===== config.mk =====
export PLATFORM = sky130hd
export DESIGN_NAME = lfu_cache_table
export DESIGN_NICKNAME = d
export VERILOG_FILES = /design/src/hdl/lfu_pkg.sv /design/src/hdl/lfu_cell.sv /design/src/hdl/lfu_cache_table.sv
export SDC_FILE = /design/constraint.sdc
export NUM_CORES = 2
export LEC_CHECK = 0
export BUFFER_PORTS_ARGS = -buffer_cell sky130_fd_sc_hd__buf_2
export CAP_MARGIN = 0
export CORE_MARGIN = 4
export CORE_UTILIZATION = 56
export CTS_CLUSTER_SIZE = 28
export DETAILED_ROUTE_END_ITERATION = 8
export GPL_TIMING_DRIVEN = 0
export PLACE_DENSITY = 0.78
export SLEW_MARGIN = 10
export SYNTH_ARGS = -nofsm -noshare
export SYNTH_HDL_FRONTEND = slang
export SYNTH_SLANG_ARGS = --single-unit

===== constraint.sdc =====
create_clock -name i_clk -period 10.5 [get_ports i_clk]
set_input_delay 2.1 -clock i_clk [delete_from_list [all_inputs] [get_ports i_clk]]
set_output_delay 2.1 -clock i_clk [all_outputs]
set_load 0.005 [all_outputs]

===== src/hdl/lfu_pkg.sv =====
// shared types and constants for the lfu cache table
package lfu_pkg;

    localparam int DATA_WIDTH          = 32;
    localparam int CAP_WIDTH           = 5;
    localparam logic [CAP_WIDTH-1:0] CAP_RESET = 5'd16;
    localparam int ENTRIES_DEFAULT     = 16;
    localparam int COUNT_WIDTH_DEFAULT = 16;
    localparam int APB_ADDR_WIDTH      = 3;

    // word index on paddr[2]
    localparam logic REG_CAPACITY = 1'b0;

    localparam logic ACTION_GET = 1'b0;
    localparam logic ACTION_PUT = 1'b1;

    typedef enum logic [1:0] {
        CELL_HOLD,
        CELL_MATCH,
        CELL_TOUCH,
        CELL_INSERT
    } t_cell_op;

    typedef struct packed {
        t_cell_op op;
        logic     write_value;
        logic     evict;
    } t_cell_ctl;

    typedef enum logic [2:0] {
        ST_IDLE,
        ST_LOOKUP,
        ST_DECIDE,
        ST_SWEEP,
        ST_INSERT,
        ST_DONE
    } t_state;

endpackage


===== src/hdl/lfu_cell.sv =====
// one table entry plus its stage of the victim search chain
module lfu_cell import lfu_pkg::*; #(
    parameter int ENTRIES     = ENTRIES_DEFAULT,
    parameter int COUNT_WIDTH = COUNT_WIDTH_DEFAULT,
    parameter int CELL_INDEX  = 0,
    localparam int IW = (ENTRIES > 1) ? $clog2(ENTRIES) : 1
) (
    input  logic                   i_clk,
    input  logic                   i_rst_n,
    input  t_cell_ctl              i_ctl,
    input  logic [DATA_WIDTH-1:0]  i_key,
    input  logic [DATA_WIDTH-1:0]  i_value,
    input  logic [IW-1:0]          i_ref_age,
    input  logic [IW-1:0]          i_slot_idx,
    input  logic [IW-1:0]          i_victim_idx,
    output logic                   o_match,
    output logic [DATA_WIDTH-1:0]  o_value,
    output logic [IW-1:0]          o_age,
    // search record from the previous cell
    input  logic                   i_best_valid,
    input  logic [COUNT_WIDTH-1:0] i_best_count,
    input  logic [IW-1:0]          i_best_age,
    input  logic [IW-1:0]          i_best_idx,
    input  logic [DATA_WIDTH-1:0]  i_best_key,
    input  logic                   i_free_found,
    input  logic [IW-1:0]          i_free_idx,
    // search record toward the next cell
    output logic                   o_best_valid,
    output logic [COUNT_WIDTH-1:0] o_best_count,
    output logic [IW-1:0]          o_best_age,
    output logic [IW-1:0]          o_best_idx,
    output logic [DATA_WIDTH-1:0]  o_best_key,
    output logic                   o_free_found,
    output logic [IW-1:0]          o_free_idx
);

    localparam logic [IW-1:0] MY_IDX = IW'(CELL_INDEX);

    logic                   r_valid, n_valid;
    logic                   r_match, n_match;
    logic [DATA_WIDTH-1:0]  r_key, n_key;
    logic [DATA_WIDTH-1:0]  r_value, n_value;
    logic [COUNT_WIDTH-1:0] r_count, n_count;
    logic [IW-1:0]          r_age, n_age;

    logic                   r_best_valid, n_best_valid;
    logic [COUNT_WIDTH-1:0] r_best_count, n_best_count;
    logic [IW-1:0]          r_best_age, n_best_age;
    logic [IW-1:0]          r_best_idx, n_best_idx;
    logic [DATA_WIDTH-1:0]  r_best_key, n_best_key;
    logic                   r_free_found, n_free_found;
    logic [IW-1:0]          r_free_idx, n_free_idx;

    logic is_slot, is_victim, take;
    logic [COUNT_WIDTH-1:0] count_inc;

    assign count_inc = (r_count == '1) ? r_count : r_count + 1'b1;
    assign is_slot   = (i_slot_idx == MY_IDX);
    assign is_victim = i_ctl.evict && (i_victim_idx == MY_IDX);

    always_comb begin
        n_valid = r_valid;
        n_match = r_match;
        n_key   = r_key;
        n_value = r_value;
        n_count = r_count;
        n_age   = r_age;
        case (i_ctl.op)
            CELL_MATCH: begin
                n_match = r_valid && (r_key == i_key);
            end
            CELL_TOUCH: begin
                if (r_match) begin
                    n_count = count_inc;
                    n_age   = '0;
                    if (i_ctl.write_value) begin
                        n_value = i_value;
                    end
                end else if (r_valid && (r_age < i_ref_age)) begin
                    n_age = r_age + 1'b1;
                end
            end
            CELL_INSERT: begin
                if (is_slot) begin
                    n_valid = 1'b1;
                    n_key   = i_key;
                    n_value = i_value;
                    n_count = COUNT_WIDTH'(1);
                    n_age   = '0;
                end else if (is_victim) begin
                    n_valid = 1'b0;
                end else if (r_valid && !(i_ctl.evict && (r_age > i_ref_age))) begin
                    n_age = r_age + 1'b1;
                end
            end
            default: begin
                n_valid = r_valid;
            end
        endcase
    end

    // lowest count, then oldest, then lowest index
    assign take = r_valid && (!i_best_valid || (r_count < i_best_count) ||
                  ((r_count == i_best_count) && (r_age > i_best_age)));

    always_comb begin
        n_best_valid = i_best_valid;
        n_best_count = i_best_count;
        n_best_age   = i_best_age;
        n_best_idx   = i_best_idx;
        n_best_key   = i_best_key;
        n_free_found = i_free_found;
        n_free_idx   = i_free_idx;
        if (take) begin
            n_best_valid = 1'b1;
            n_best_count = r_count;
            n_best_age   = r_age;
            n_best_idx   = MY_IDX;
            n_best_key   = r_key;
        end
        if (!i_free_found && !r_valid) begin
            n_free_found = 1'b1;
            n_free_idx   = MY_IDX;
        end
    end

    always_ff @(posedge i_clk) begin
        if (!i_rst_n) begin
            r_valid <= 1'b0;
        end else begin
            r_valid <= n_valid;
        end
    end

    always_ff @(posedge i_clk) begin
        r_match      <= n_match;
        r_key        <= n_key;
        r_value      <= n_value;
        r_count      <= n_count;
        r_age        <= n_age;
        r_best_valid <= n_best_valid;
        r_best_count <= n_best_count;
        r_best_age   <= n_best_age;
        r_best_idx   <= n_best_idx;
        r_best_key   <= n_best_key;
        r_free_found <= n_free_found;
        r_free_idx   <= n_free_idx;
    end

    assign o_match      = r_match;
    assign o_value      = r_value;
    assign o_age        = r_age;
    assign o_best_valid = r_best_valid;
    assign o_best_count = r_best_count;
    assign o_best_age   = r_best_age;
    assign o_best_idx   = r_best_idx;
    assign o_best_key   = r_best_key;
    assign o_free_found = r_free_found;
    assign o_free_idx   = r_free_idx;

endmodule


===== src/hdl/lfu_cache_table.sv =====
// lfu key-value table with lru tie break, top level
//
// Input stream (s_axis): tuser carries the action (get or put), tdata the key
// and the value. Output stream (m_axis): one transaction per input transaction,
// tuser carries hit and evicted, tdata the read value and the evicted key. The
// user writes the capacity register over the apb port only while idle; unchecked.
//
// One access at a time. A get, a put that hits, or any access with capacity
// zero runs from accept to the result in the output register through lookup,
// decide and hand-off. A put of a new key also runs the victim search down the
// row of cells, one cell per cycle, and then an insert step before the hand-off.
// The next transaction is accepted the cycle after the result moves into the
// output register.
//
// Reset clears all entry valid bits, occupancy and the output valid, and sets
// capacity to 16. A stalled receiver holds the result in the output register;
// the next access runs meanwhile and waits in the hand-off step until the
// output register frees up.
module lfu_cache_table import lfu_pkg::*; #(
    parameter int ENTRIES     = ENTRIES_DEFAULT,
    parameter int COUNT_WIDTH = COUNT_WIDTH_DEFAULT
) (
    input  logic                      i_clk,
    input  logic                      i_rst_n,
    input  logic                      s_axis_tvalid,
    output logic                      s_axis_tready,
    input  logic [2*DATA_WIDTH-1:0]   s_axis_tdata,  // key, value
    input  logic [0:0]                s_axis_tuser,  // action
    output logic                      m_axis_tvalid,
    input  logic                      m_axis_tready,
    output logic [2*DATA_WIDTH-1:0]   m_axis_tdata,  // read_value, evicted_key
    output logic [1:0]                m_axis_tuser,  // hit, evicted
    input  logic                      psel,
    input  logic                      penable,
    input  logic                      pwrite,
    input  logic [APB_ADDR_WIDTH-1:0] paddr,
    input  logic [31:0]               pwdata,
    output logic [31:0]               prdata,
    output logic                      pready
);

    localparam int IW   = (ENTRIES > 1) ? $clog2(ENTRIES) : 1;
    localparam int OW   = $clog2(ENTRIES + 1);
    localparam int CMPW = (OW > CAP_WIDTH) ? OW : CAP_WIDTH;

    t_state r_state, n_state;

    logic [CAP_WIDTH-1:0]  r_capacity;
    logic [OW-1:0]         r_occ, n_occ;
    logic [IW-1:0]         r_sweep, n_sweep;
    logic                  r_action;
    logic [DATA_WIDTH-1:0] r_key, r_value;

    logic                  r_res_hit, n_res_hit;
    logic [DATA_WIDTH-1:0] r_res_rd, n_res_rd;
    logic                  r_res_ev, n_res_ev;
    logic [DATA_WIDTH-1:0] r_res_evk, n_res_evk;

    logic                  r_m_valid;
    logic                  r_m_hit, r_m_ev;
    logic [DATA_WIDTH-1:0] r_m_rd, r_m_evk;

    t_cell_ctl     cell_ctl;
    logic [IW-1:0] ref_age, slot_idx;

    logic                  cell_match [ENTRIES];
    logic [DATA_WIDTH-1:0] cell_value [ENTRIES];
    logic [IW-1:0]         cell_age   [ENTRIES];

    logic                   ch_valid [ENTRIES+1];
    logic [COUNT_WIDTH-1:0] ch_count [ENTRIES+1];
    logic [IW-1:0]          ch_age   [ENTRIES+1];
    logic [IW-1:0]          ch_idx   [ENTRIES+1];
    logic [DATA_WIDTH-1:0]  ch_key   [ENTRIES+1];
    logic                   ch_free  [ENTRIES+1];
    logic [IW-1:0]          ch_fidx  [ENTRIES+1];

    logic                  any_hit;
    logic [DATA_WIDTH-1:0] hit_value;
    logic [IW-1:0]         hit_age;
    logic [CMPW-1:0]       cap_ext, cap_eff;
    logic                  cap_zero, occ_full, evict, slot_en, can_load, cfg_wr;

    // ---------------- configuration ----------------
    assign pready = 1'b1;
    assign cfg_wr = psel && penable && pwrite && (paddr[2] == REG_CAPACITY);
    assign prdata = (paddr[2] == REG_CAPACITY) ? 32'(r_capacity) : 32'd0;

    always_ff @(posedge i_clk) begin
        if (!i_rst_n) begin
            r_capacity <= CAP_RESET;
        end else if (cfg_wr) begin
            r_capacity <= pwdata[CAP_WIDTH-1:0];
        end
    end

    assign cap_ext  = CMPW'(r_capacity);
    assign cap_eff  = (cap_ext > CMPW'(ENTRIES)) ? CMPW'(ENTRIES) : cap_ext;
    assign cap_zero = (cap_eff == '0);
    assign occ_full = (CMPW'(r_occ) >= cap_eff);

    // ---------------- row of cells ----------------
    assign ch_valid[0] = 1'b0;
    assign ch_count[0] = '0;
    assign ch_age[0]   = '0;
    assign ch_idx[0]   = '0;
    assign ch_key[0]   = '0;
    assign ch_free[0]  = 1'b0;
    assign ch_fidx[0]  = '0;

    for (genvar g = 0; g < ENTRIES; g++) begin : g_cell
        lfu_cell #(
            .ENTRIES     (ENTRIES),
            .COUNT_WIDTH (COUNT_WIDTH),
            .CELL_INDEX  (g)
        ) u_cell (
            .i_clk        (i_clk),
            .i_rst_n      (i_rst_n),
            .i_ctl        (cell_ctl),
            .i_key        (r_key),
            .i_value      (r_value),
            .i_ref_age    (ref_age),
            .i_slot_idx   (slot_idx),
            .i_victim_idx (ch_idx[ENTRIES]),
            .o_match      (cell_match[g]),
            .o_value      (cell_value[g]),
            .o_age        (cell_age[g]),
            .i_best_valid (ch_valid[g]),
            .i_best_count (ch_count[g]),
            .i_best_age   (ch_age[g]),
            .i_best_idx   (ch_idx[g]),
            .i_best_key   (ch_key[g]),
            .i_free_found (ch_free[g]),
            .i_free_idx   (ch_fidx[g]),
            .o_best_valid (ch_valid[g+1]),
            .o_best_count (ch_count[g+1]),
            .o_best_age   (ch_age[g+1]),
            .o_best_idx   (ch_idx[g+1]),
            .o_best_key   (ch_key[g+1]),
            .o_free_found (ch_free[g+1]),
            .o_free_idx   (ch_fidx[g+1])
        );
    end

    // at most one cell matches, so the selects are plain or-reductions
    always_comb begin
        any_hit   = 1'b0;
        hit_value = '0;
        hit_age   = '0;
        for (int i = 0; i < ENTRIES; i++) begin
            any_hit   = any_hit | cell_match[i];
            hit_value = hit_value | (cell_match[i] ? cell_value[i] : '0);
            hit_age   = hit_age | (cell_match[i] ? cell_age[i] : '0);
        end
    end

    // victim and free slot come out of the last cell of the row
    assign evict   = occ_full && ch_valid[ENTRIES];
    assign slot_en = evict || ch_free[ENTRIES];
    always_comb begin
        if (evict) begin
            slot_idx = (ch_free[ENTRIES] && (ch_fidx[ENTRIES] < ch_idx[ENTRIES])) ?
                       ch_fidx[ENTRIES] : ch_idx[ENTRIES];
        end else begin
            slot_idx = ch_fidx[ENTRIES];
        end
    end

    // ---------------- control ----------------
    assign can_load = !r_m_valid || m_axis_tready;

    always_comb begin
        n_state = r_state;
        case (r_state)
            ST_IDLE: begin
                if (s_axis_tvalid) begin
                    n_state = ST_LOOKUP;
                end
            end
            ST_LOOKUP: begin
                n_state = ST_DECIDE;
            end
            ST_DECIDE: begin
                if (!cap_zero && !any_hit && (r_action == ACTION_PUT)) begin
                    n_state = ST_SWEEP;
                end else begin
                    n_state = ST_DONE;
                end
            end
            ST_SWEEP: begin
                if (r_sweep == IW'(ENTRIES - 1)) begin
                    n_state = ST_INSERT;
                end
            end
            ST_INSERT: begin
                n_state = ST_DONE;
            end
            ST_DONE: begin
                if (can_load) begin
                    n_state = ST_IDLE;
                end
            end
            default: begin
                n_state = ST_IDLE;
            end
        endcase
    end

    always_comb begin
        s_axis_tready        = (r_state == ST_IDLE);
        cell_ctl.op          = CELL_HOLD;
        cell_ctl.write_value = (r_action == ACTION_PUT);
        cell_ctl.evict       = 1'b0;
        ref_age              = '0;
        n_occ                = r_occ;
        n_sweep              = '0;
        n_res_hit            = r_res_hit;
        n_res_rd             = r_res_rd;
        n_res_ev             = r_res_ev;
        n_res_evk            = r_res_evk;
        case (r_state)
            ST_LOOKUP: begin
                cell_ctl.op = CELL_MATCH;
            end
            ST_DECIDE: begin
                n_res_hit = 1'b0;
                n_res_rd  = (r_action == ACTION_PUT) ? '0 : '1;
                n_res_ev  = 1'b0;
                n_res_evk = '0;
                if (!cap_zero && any_hit) begin
                    cell_ctl.op = CELL_TOUCH;
                    ref_age     = hit_age;
                    n_res_hit   = 1'b1;
                    n_res_rd    = (r_action == ACTION_PUT) ? '0 : hit_value;
                end
            end
            ST_SWEEP: begin
                n_sweep = r_sweep + 1'b1;
            end
            ST_INSERT: begin
                cell_ctl.evict = evict;
                ref_age        = ch_age[ENTRIES];
                n_res_ev       = evict;
                n_res_evk      = evict ? ch_key[ENTRIES] : '0;
                if (slot_en) begin
                    cell_ctl.op = CELL_INSERT;
                    if (!evict) begin
                        n_occ = r_occ + 1'b1;
                    end
                end
            end
            default: begin
                n_sweep = '0;
            end
        endcase
    end

    always_ff @(posedge i_clk) begin
        if (!i_rst_n) begin
            r_state   <= ST_IDLE;
            r_occ     <= '0;
            r_sweep   <= '0;
            r_m_valid <= 1'b0;
        end else begin
            r_state <= n_state;
            r_occ   <= n_occ;
            r_sweep <= n_sweep;
            if ((r_state == ST_DONE) && can_load) begin
                r_m_valid <= 1'b1;
            end else if (m_axis_tready) begin
                r_m_valid <= 1'b0;
            end
        end
    end

    always_ff @(posedge i_clk) begin
        if (s_axis_tvalid && s_axis_tready) begin
            r_action <= s_axis_tuser[0];
            r_key    <= s_axis_tdata[DATA_WIDTH-1:0];
            r_value  <= s_axis_tdata[2*DATA_WIDTH-1:DATA_WIDTH];
        end
        r_res_hit <= n_res_hit;
        r_res_rd  <= n_res_rd;
        r_res_ev  <= n_res_ev;
        r_res_evk <= n_res_evk;
        if ((r_state == ST_DONE) && can_load) begin
            r_m_hit <= r_res_hit;
            r_m_rd  <= r_res_rd;
            r_m_ev  <= r_res_ev;
            r_m_evk <= r_res_evk;
        end
    end

    assign m_axis_tvalid = r_m_valid;
    assign m_axis_tdata  = {r_m_evk, r_m_rd};
    assign m_axis_tuser  = {r_m_ev, r_m_hit};

endmodule

; Word-level counts from Yosys, hierarchy flattened
; Cells that the tools add are included.
[totals]
register_bits = 2537
latch_bits = 0
mem_bits_rw = 0
rom_bits = 0
output_inout_bits = 101
elab_cells = 1235
mem_count = 0
[classes]
addsub = 34
multipliers = 0
div_mod_pow = 0
order_cmp = 65
n_eq_ne = 186
n_shift = 0
mux = 345
bitwise = 47
n_reduce_logical = 337
[op_table]
columns = operator, n
row1 = $mux W32, 68
row2 = $pmux W32 S2, 17
row3 = $mux W16, 62
row4 = $eq A32 B32 Y1, 16
row5 = $pmux W16 S2, 16
row6 = $or A32 B32 Y32, 15
row7 = $mux W4, 114
row8 = $add A16 B1 Y16 const B, 16
row9 = $eq A16 B16 Y1 const B, 16
row10 = $eq A16 B16 Y1, 15
row11 = $lt A16 B16 Y1, 15
row12 = $reduce_and A4 Y1, 48
row13 = $pmux W4 S2, 17
row14 = $logic_and A1 B1 Y1, 135
row15 = $gt A4 B4 Y1, 31
row16 = $ne A3 B1 Y1 const B, 32
row17 = $add A4 B1 Y4 const B, 17
row18 = $eq A4 B4 Y1 const B, 17
row19 = $lt A4 B4 Y1, 17
row20 = $reduce_and A2 Y1, 33
row21 = $logic_not A1 Y1, 64
row22 = $ne A2 B1 Y1 const B, 32
row23 = $or A4 B4 Y4, 15
row24 = $ne A3 B2 Y1 const B, 16
row25 = 27 further kinds, 170

; Depth between registers and ports, before layout
[depth]
ltp_word = 26
mapped_depth = 14
mapped_depth_nobuf = 11

; Modules after synthesis
; Synthesis repeated with hierarchy kept, for this count alone.
[hier_totals]
cells_unflattened = 7804
area_unflattened_um2 = 108929.5
[by_module_without_submodules]
columns = module, instances, cells_each, area_per_inst_um2, seq_area_each_um2
row1 = lfu_cell (g_cell[13].u_cell ...), 3, 436, 6128.4, 3813.7
row2 = lfu_cell (g_cell[5].u_cell ...), 2, 435, 6164.7, 3813.7
row3 = lfu_cache_table, 1, 849, 10916.7, 6276.0
row4 = lfu_cell (g_cell[3].u_cell), 1, 437, 6158.4, 3813.7
row5 = lfu_cell (g_cell[2].u_cell), 1, 436, 6150.9, 3813.7
row6 = lfu_cell (g_cell[4].u_cell), 1, 433, 6145.9, 3813.7
row7 = lfu_cell (g_cell[10].u_cell), 1, 435, 6129.6, 3813.7
row8 = lfu_cell (g_cell[11].u_cell), 1, 436, 6125.9, 3813.7
row9 = lfu_cell (g_cell[7].u_cell), 1, 431, 6125.9, 3813.7
row10 = lfu_cell (g_cell[15].u_cell), 1, 436, 6124.6, 3813.7
row11 = lfu_cell (g_cell[1].u_cell), 1, 435, 6124.6, 3813.7
row12 = lfu_cell (g_cell[12].u_cell), 1, 434, 6119.6, 3813.7
row13 = lfu_cell (g_cell[0].u_cell), 1, 435, 6113.4, 3813.7
row14 = lfu_cell (g_cell[8].u_cell), 1, 429, 5979.5, 3813.7

; Worst setup path after synthesis
; Ideal clock, no wire load.
[synth_path]
kind = flip-flop to flip-flop
start = register g_cell[15].u_cell.r_best_idx[2]
end = register g_cell[5].u_cell.r_value[0] (enable)
setup_time_ns = 0.461
t_arrival_ns = 4.156
required_time_ns = 10.039
slack_ns = 5.883
path_stages_with_launch = 10
path_buffers = 2
period_less_slack_ns = 4.617
path_cell_list = dfxtp_1 -> clkbuf_1 -> inv_1 -> ha_1 -> o21ai_0 -> o211ai_1 -> buf_4 -> mux2i_1 -> o32ai_1 -> nor3_1
[synth_via]
elab_chain_len = 7
[synth_rtl]
columns = element, line
row1 = start: declaration, lfu_cell.sv:49  ; logic [IW-1:0] r_best_idx, n_best_idx;
row2 = start signal: assignment, lfu_cell.sv:144  ; r_best_idx <= n_best_idx;
row3 = $lt A4 B4 Y1, lfu_cache_table.sv:162  ; slot_idx = (ch_free[ENTRIES] && (ch_fidx[ENTRIES] < ch_idx[ENTRIES])) ?
row4 = $logic_and A1 B1 Y1, lfu_cache_table.sv:162
row5 = $mux W4 *, lfu_cache_table.sv:162
row6 = $mux W4 *, lfu_cache_table.sv:161  ; if (evict) begin
row7 = $eq A4 B3 Y1 *, lfu_cell.sv:58  ; assign is_slot = (i_slot_idx == MY_IDX);
row8 = $ne A2 B1 Y1 (no line) *, -
row9 = $reduce_and A4 Y1 (no line) *, -
row10 = end signal: assignment, lfu_cell.sv:138  ; r_value <= n_value;
row11 = end: declaration, lfu_cell.sv:42  ; logic [DATA_WIDTH-1:0] r_value, n_value;
; Mark *: on every way between the ends. The rest lies on a longest branch, timed or not.
; A chain may end at the register's enable or synchronous reset.

; Worst setup path after layout
[layout_path]
start = register g_cell[3].u_cell.r_match
end = register g_cell[9].u_cell.r_age[2] (enable)
[layout_via]
elab_chain_len = 22
[layout_rtl]
columns = element, line
row1 = start: declaration, lfu_cell.sv:40  ; logic r_match, n_match;
row2 = start signal: assignment, lfu_cell.sv:136  ; r_match <= n_match;
row3 = $mux W4 or $or A1 B1 Y1 (tied branches), "lfu_cache_table.sv:153, lfu_cache_table.sv:151"
row4 = $or A4 B4 Y4 or $or A1 B1 Y1 (tied branches) (12 in a row), "lfu_cache_table.sv:153, lfu_cache_table.sv:151"
row5 = $or A4 B4 Y4 or $logic_and A1 B1 Y1 (tied branches), "lfu_cache_table.sv:153, lfu_cache_table.sv:230"
row6 = $mux W4, lfu_cache_table.sv:230  ; if (!cap_zero && any_hit) begin
row7 = $pmux W4 S2, lfu_cache_table.sv:221  ; case (r_state)
row8 = $gt A4 B4 Y1, lfu_cell.sv:92  ; end else if (r_valid && !(i_ctl.evict && (r_age > i_ref_age))) begin
row9 = $logic_and A1 B1 Y1, lfu_cell.sv:92
row10 = $logic_not A1 Y1, lfu_cell.sv:92
row11 = $logic_and A1 B1 Y1, lfu_cell.sv:92
row12 = $ne A3 B1 Y1 (no line), -
row13 = $reduce_and A4 Y1 (no line) *, -
row14 = end signal: assignment, lfu_cell.sv:140  ; r_age <= n_age;
row15 = end: declaration, lfu_cell.sv:44  ; logic [IW-1:0] r_age, n_age;
; Marked as above.

==> run_results.csv <==
group,metric,value,unit
clock_network,post_cts_buffers,0,
clock_network,clock-sinks,2537,
worst_setup_path,r2r_cells,12,
detailed_routing,number_of_drc_violations_after_detailed_routing,0,
clock_network,cts_resized,0,
synthesis,synth_largest_area_cell,"edfxtp_1",
timing,maxClockFrequency,168,MHz
synthesis,asyncSetResetFlopFracSynth,0,%
placed_design,numPlacedInstances,10700,
global_route,grt-ovfl-total,0,
timing,timing.final.crit_share,56.8,%
flow_run,maxCapViolations,0,
clock_network,tritoncts_buffers,235,
timing,finalWorstPathRequiredPeriod,5.96,ns
synthesis,number_of_flops_mapped_to_enable_cells_by_yosys,1557,
detailed_routing,dr.pass1.iters,7,
worst_setup_path,required,11.00,ns
hold_path,whs_endpoint,"g_cell[0].u_cell.o_best_valid$_DFF_P_",
worst_setup_path,critPathArrivalTime,6.46,ns
global_route,grt_pass1_wl,472,mm
global_route,first_global_vias,69900,
synthesis,seq_area_frac_synth,62.4,%
floorplanning,die_x,444,µm
power,power.leakage,0.0429,µW
synthesis,mappedNetlistArea,106000,µm²
timing,actual_slew_at_the_worst_max_slew_pin,1.43,ns
global_route,number_of_antenna_violations_at_the_first_check_in_global_routing,11,
floorplanning,die_h,444,µm
power,power.ir.vdd_worst,0.196,mV
power,p_per_area,191,nW/µm²
synthesis,synth_cells,7986,
detailed_routing,iter_0_drt_violations,9471,
hold_path,worstHoldStart,"g_cell[0].u_cell.r_valid$_SDFFE_PN0P_",
detailed_routing,vias_per_cell,6.33,
timing,timing.max_slew.rel_slack,4.45,%
layout,layout_overhead_on_the_synthesized_area,12.6,%
placed_design,post-dp-hpwl,242,mm
clock_network,cts_hold_buf,0,
timing,rsz0062_at_grt,"false",
layout,final_cell_count_no_fill,11200,
clock_network,root_driver,"clkbuf_16",
timing,report.final.slew_viol_count,0,
synthesis,synthDistinctLibCells,85,
worst_setup_path,critical_path.startpoint_type,"register",
layout,finish.net_count,8965,
synthesis,dominantRegCellSynth,"edfxtp_1",
clock_network,tritoncts,"built",
synthesis,post-synth-top-area-fraction,44.0,%
power,totalPowerFinal,22900,µW
floorplanning,floorplan.initialDensity,56.5,%
layout,finalCoreUtilization,63.5,%
synthesis,ys_ff_latch,2537,
hold_path,min-delay-path-class,"register to register",
worst_setup_path,worst-setup-path-type,"register to register",
detailed_routing,average_routed_wire_per_standard_cell,29.7,µm
detailed_routing,antenna_violating_nets_post_route,0,
worst_setup_path,critPathCaptureType,"register",
placed_design,portBuffers,150,
floorplanning,row_count,159,
worst_setup_path,reg2reg_setup_slack,4.54,ns
detailed_routing,overall_via_count_from_detail_route,70700,
synthesis,syn-mean-instance-area,13.3,µm²
layout,final_area,120000,µm²
clock_network,ctsHtreeMaxLevel,4,
placed_design,placed_instance_area,112000,µm²
timing,timing.final.hold_violations,0,
synthesis,ys_warnings,0,
timing,setup-tns-final,0,ns
global_route,grtUsageTotal,32.8,%
outcome,outcome,"complete, no violations",
floorplanning,floorplan.io_pins,208,
timing,timing.final.setup_violations,0,
clock_network,clkSlewWorstSetupHoldPaths,0.06,ns
worst_setup_path,worst_r2r_startpoint,"g_cell[3].u_cell.o_match$_DFFE_PN_",
floorplanning,core_area,188000,µm²
worst_setup_path,critical_path.reg2reg.endpoint,"g_cell[9].u_cell.o_age[2]$_DFFE_PP_",
clock_network,clk-insertion-delay-late,0.91,ns
global_route,grt_max_degree,52,
layout,drive_gt1_share,16.1,%
detailed_routing,drt_wl_total,332,mm
timing,clock_skew,0.0515,ns
floorplanning,die_area,197000,µm²
worst_setup_path,critical_path_peak_fanout,16,
synthesis,ys_top_cells_by_area,"edfxtp_1 (44%), dfxtp_1 (18%), ha_1 (4.8%), mux2_2 (4.7%), xnor2_1 (4.2%)",
clock_network,clk_path_buf_depth,3,
hold_path,holdPathStages,0,
placed_design,gpl.final_weighted_congestion,1.02,
==> through the flow <==
| stage | setup WS [ns] | hold WS [ns] |
|---|---|---|
| 3_5_place_dp | 4.93 | 0.336 |
| 2_1_floorplan | 5.88 | 0.329 |
| 6_report | 4.54 | 0.353 |
| 5_1_grt | 4.64 | 0.356 |
| 4_1_cts | 4.85 | 0.354 |
| 3_3_place_gp | 2.21 | 0.341 |
==> Yosys cell counts, types with 18 or more instances <==
| master | number |
|---|---|
| mux2i_1 | 26 |
| mux2_4 | 68 |
| o311ai_0 | 41 |
| buf_1 | 20 |
| nor2_1 | 434 |
| dfxtp_1 | 980 |
| mux2_1 | 138 |
| o21ai_0 | 211 |
| or2_2 | 62 |
| xnor2_1 | 510 |
| nor4_1 | 67 |
| nor2b_1 | 71 |
| a22o_1 | 93 |
| and3_1 | 102 |
| a221oi_1 | 99 |
| o211ai_1 | 104 |
| buf_2 | 72 |
| buf_6 | 20 |
| a22oi_1 | 117 |
| and2_1 | 81 |
| o2111ai_1 | 56 |
| ha_1 | 406 |
| inv_1 | 396 |
| nor3_1 | 55 |
| and4_1 | 22 |
| a211oi_1 | 19 |
| a21oi_1 | 142 |
| o21a_1 | 27 |
| a21o_1 | 18 |
| nand2_1 | 176 |
| nand2b_1 | 50 |
| mux2_2 | 446 |
| xor2_1 | 250 |
| edfxtp_1 | 1557 |
| nand3_1 | 259 |
| a41oi_1 | 25 |
| buf_4 | 51 |
| nand4_1 | 280 |
| clkbuf_1 | 241 |
==> registers in the layout (all words and copies together) (netlist names), 49 cells and up <==
signal                      cells
g_cell.u_cell.o_best_key      512
g_cell.u_cell.o_value         512
g_cell.u_cell.r_key           512
g_cell.u_cell.r_count         256
g_cell.u_cell.o_best_count    240
g_cell.u_cell.o_age            64
g_cell.u_cell.o_best_age       64
g_cell.u_cell.o_best_idx       49
g_cell.u_cell.o_free_idx       49
==> layout by cell type (no fill, tap or decap), types with 250 or more instances in the layout <==
cell / count
clkbuf_1: 290
dfxtp_1: 980
edfxtp_1: 1557
ha_1: 406
inv_1: 394
mux2_2: 446
nand3_1: 259
nand4_1: 280
nor2_1: 402
xnor2_1: 510
xor2_1: 250
==> worst max-delay path, cell delays in order (launching register included) <==
cell and delay (ns):
edfxtp_1 0.41, clkbuf_1 0.96, clkbuf_1 1.12, a221oi_1 0.19, nand4_1 0.14, a22o_1 0.92, ha_1 0.30, inv_1 0.05
a21oi_1 0.14, o21ai_0 0.19, a21oi_1 0.21, o41ai_1 0.09, a221oi_1 0.82
==> logic make-up after synthesis <==
logic type                 synth area share (%)
DFF                                        62.4
and+or+nand+nor                            8.30
AOI/OAI and AO/OA                          7.55
buffers and inverters                      3.32
xor gates and xnor gates                   6.26
muxes                                      7.39
adders and majority gates                  4.78
other                                   0.00706
==> worst max path at each step <==
stage | cells past startpoint | endpoint | start
after floorplan | 9 | g_cell[5].u_cell.o_value[0]$_DFFE_PP_ | g_cell[15].u_cell.o_best_idx[2]$_SDFF_PP1_
after global placement | 9 | g_cell[5].u_cell.o_value[13]$_DFFE_PP_ | cap_ext[4]$_SDFFE_PN1P_
after detailed placement | 12 | g_cell[9].u_cell.o_age[0]$_DFFE_PP_ | g_cell[11].u_cell.o_match$_DFFE_PN_
after CTS | 12 | g_cell[9].u_cell.o_age[2]$_DFFE_PP_ | g_cell[1].u_cell.o_match$_DFFE_PN_
after global routing | 12 | g_cell[9].u_cell.o_age[2]$_DFFE_PP_ | g_cell[11].u_cell.o_match$_DFFE_PN_
final | 12 | g_cell[9].u_cell.o_age[2]$_DFFE_PP_ | g_cell[3].u_cell.o_match$_DFFE_PN_
==> cell type report <==
class                           count  area [µm²]
Sequential cell                  2537       66400
Clock inverter                    125        1460
Inverter                          396        1490
Multi-Input combinational cell   4670       36900
Clock buffer                      323        6570
Tap cell                         2495        3120
Timing Repair Buffer              203        1700
Fill cell                       13600       68700
Buffer                            409        2060
Antenna cell                        8        20.0
==> power by group <==
group	internal (µW)	switching, µW	leakage [µW]
registers	11300	507	0.0221
clock network	4930	3870	0.00391
logic	810	1540	0.0169
total	17000	5920	0.0429
==> per-layer routing <==
layer  up-vias  track usage [%]  routed length (µm)
li1      30400                -                   -
met1     34800             41.9              123000
met2      4412             52.7              154000
met3       958             7.57               35700
met4         2             16.2               19400
met5         -            0.147                  13
Power figures use the tool's default switching activity.
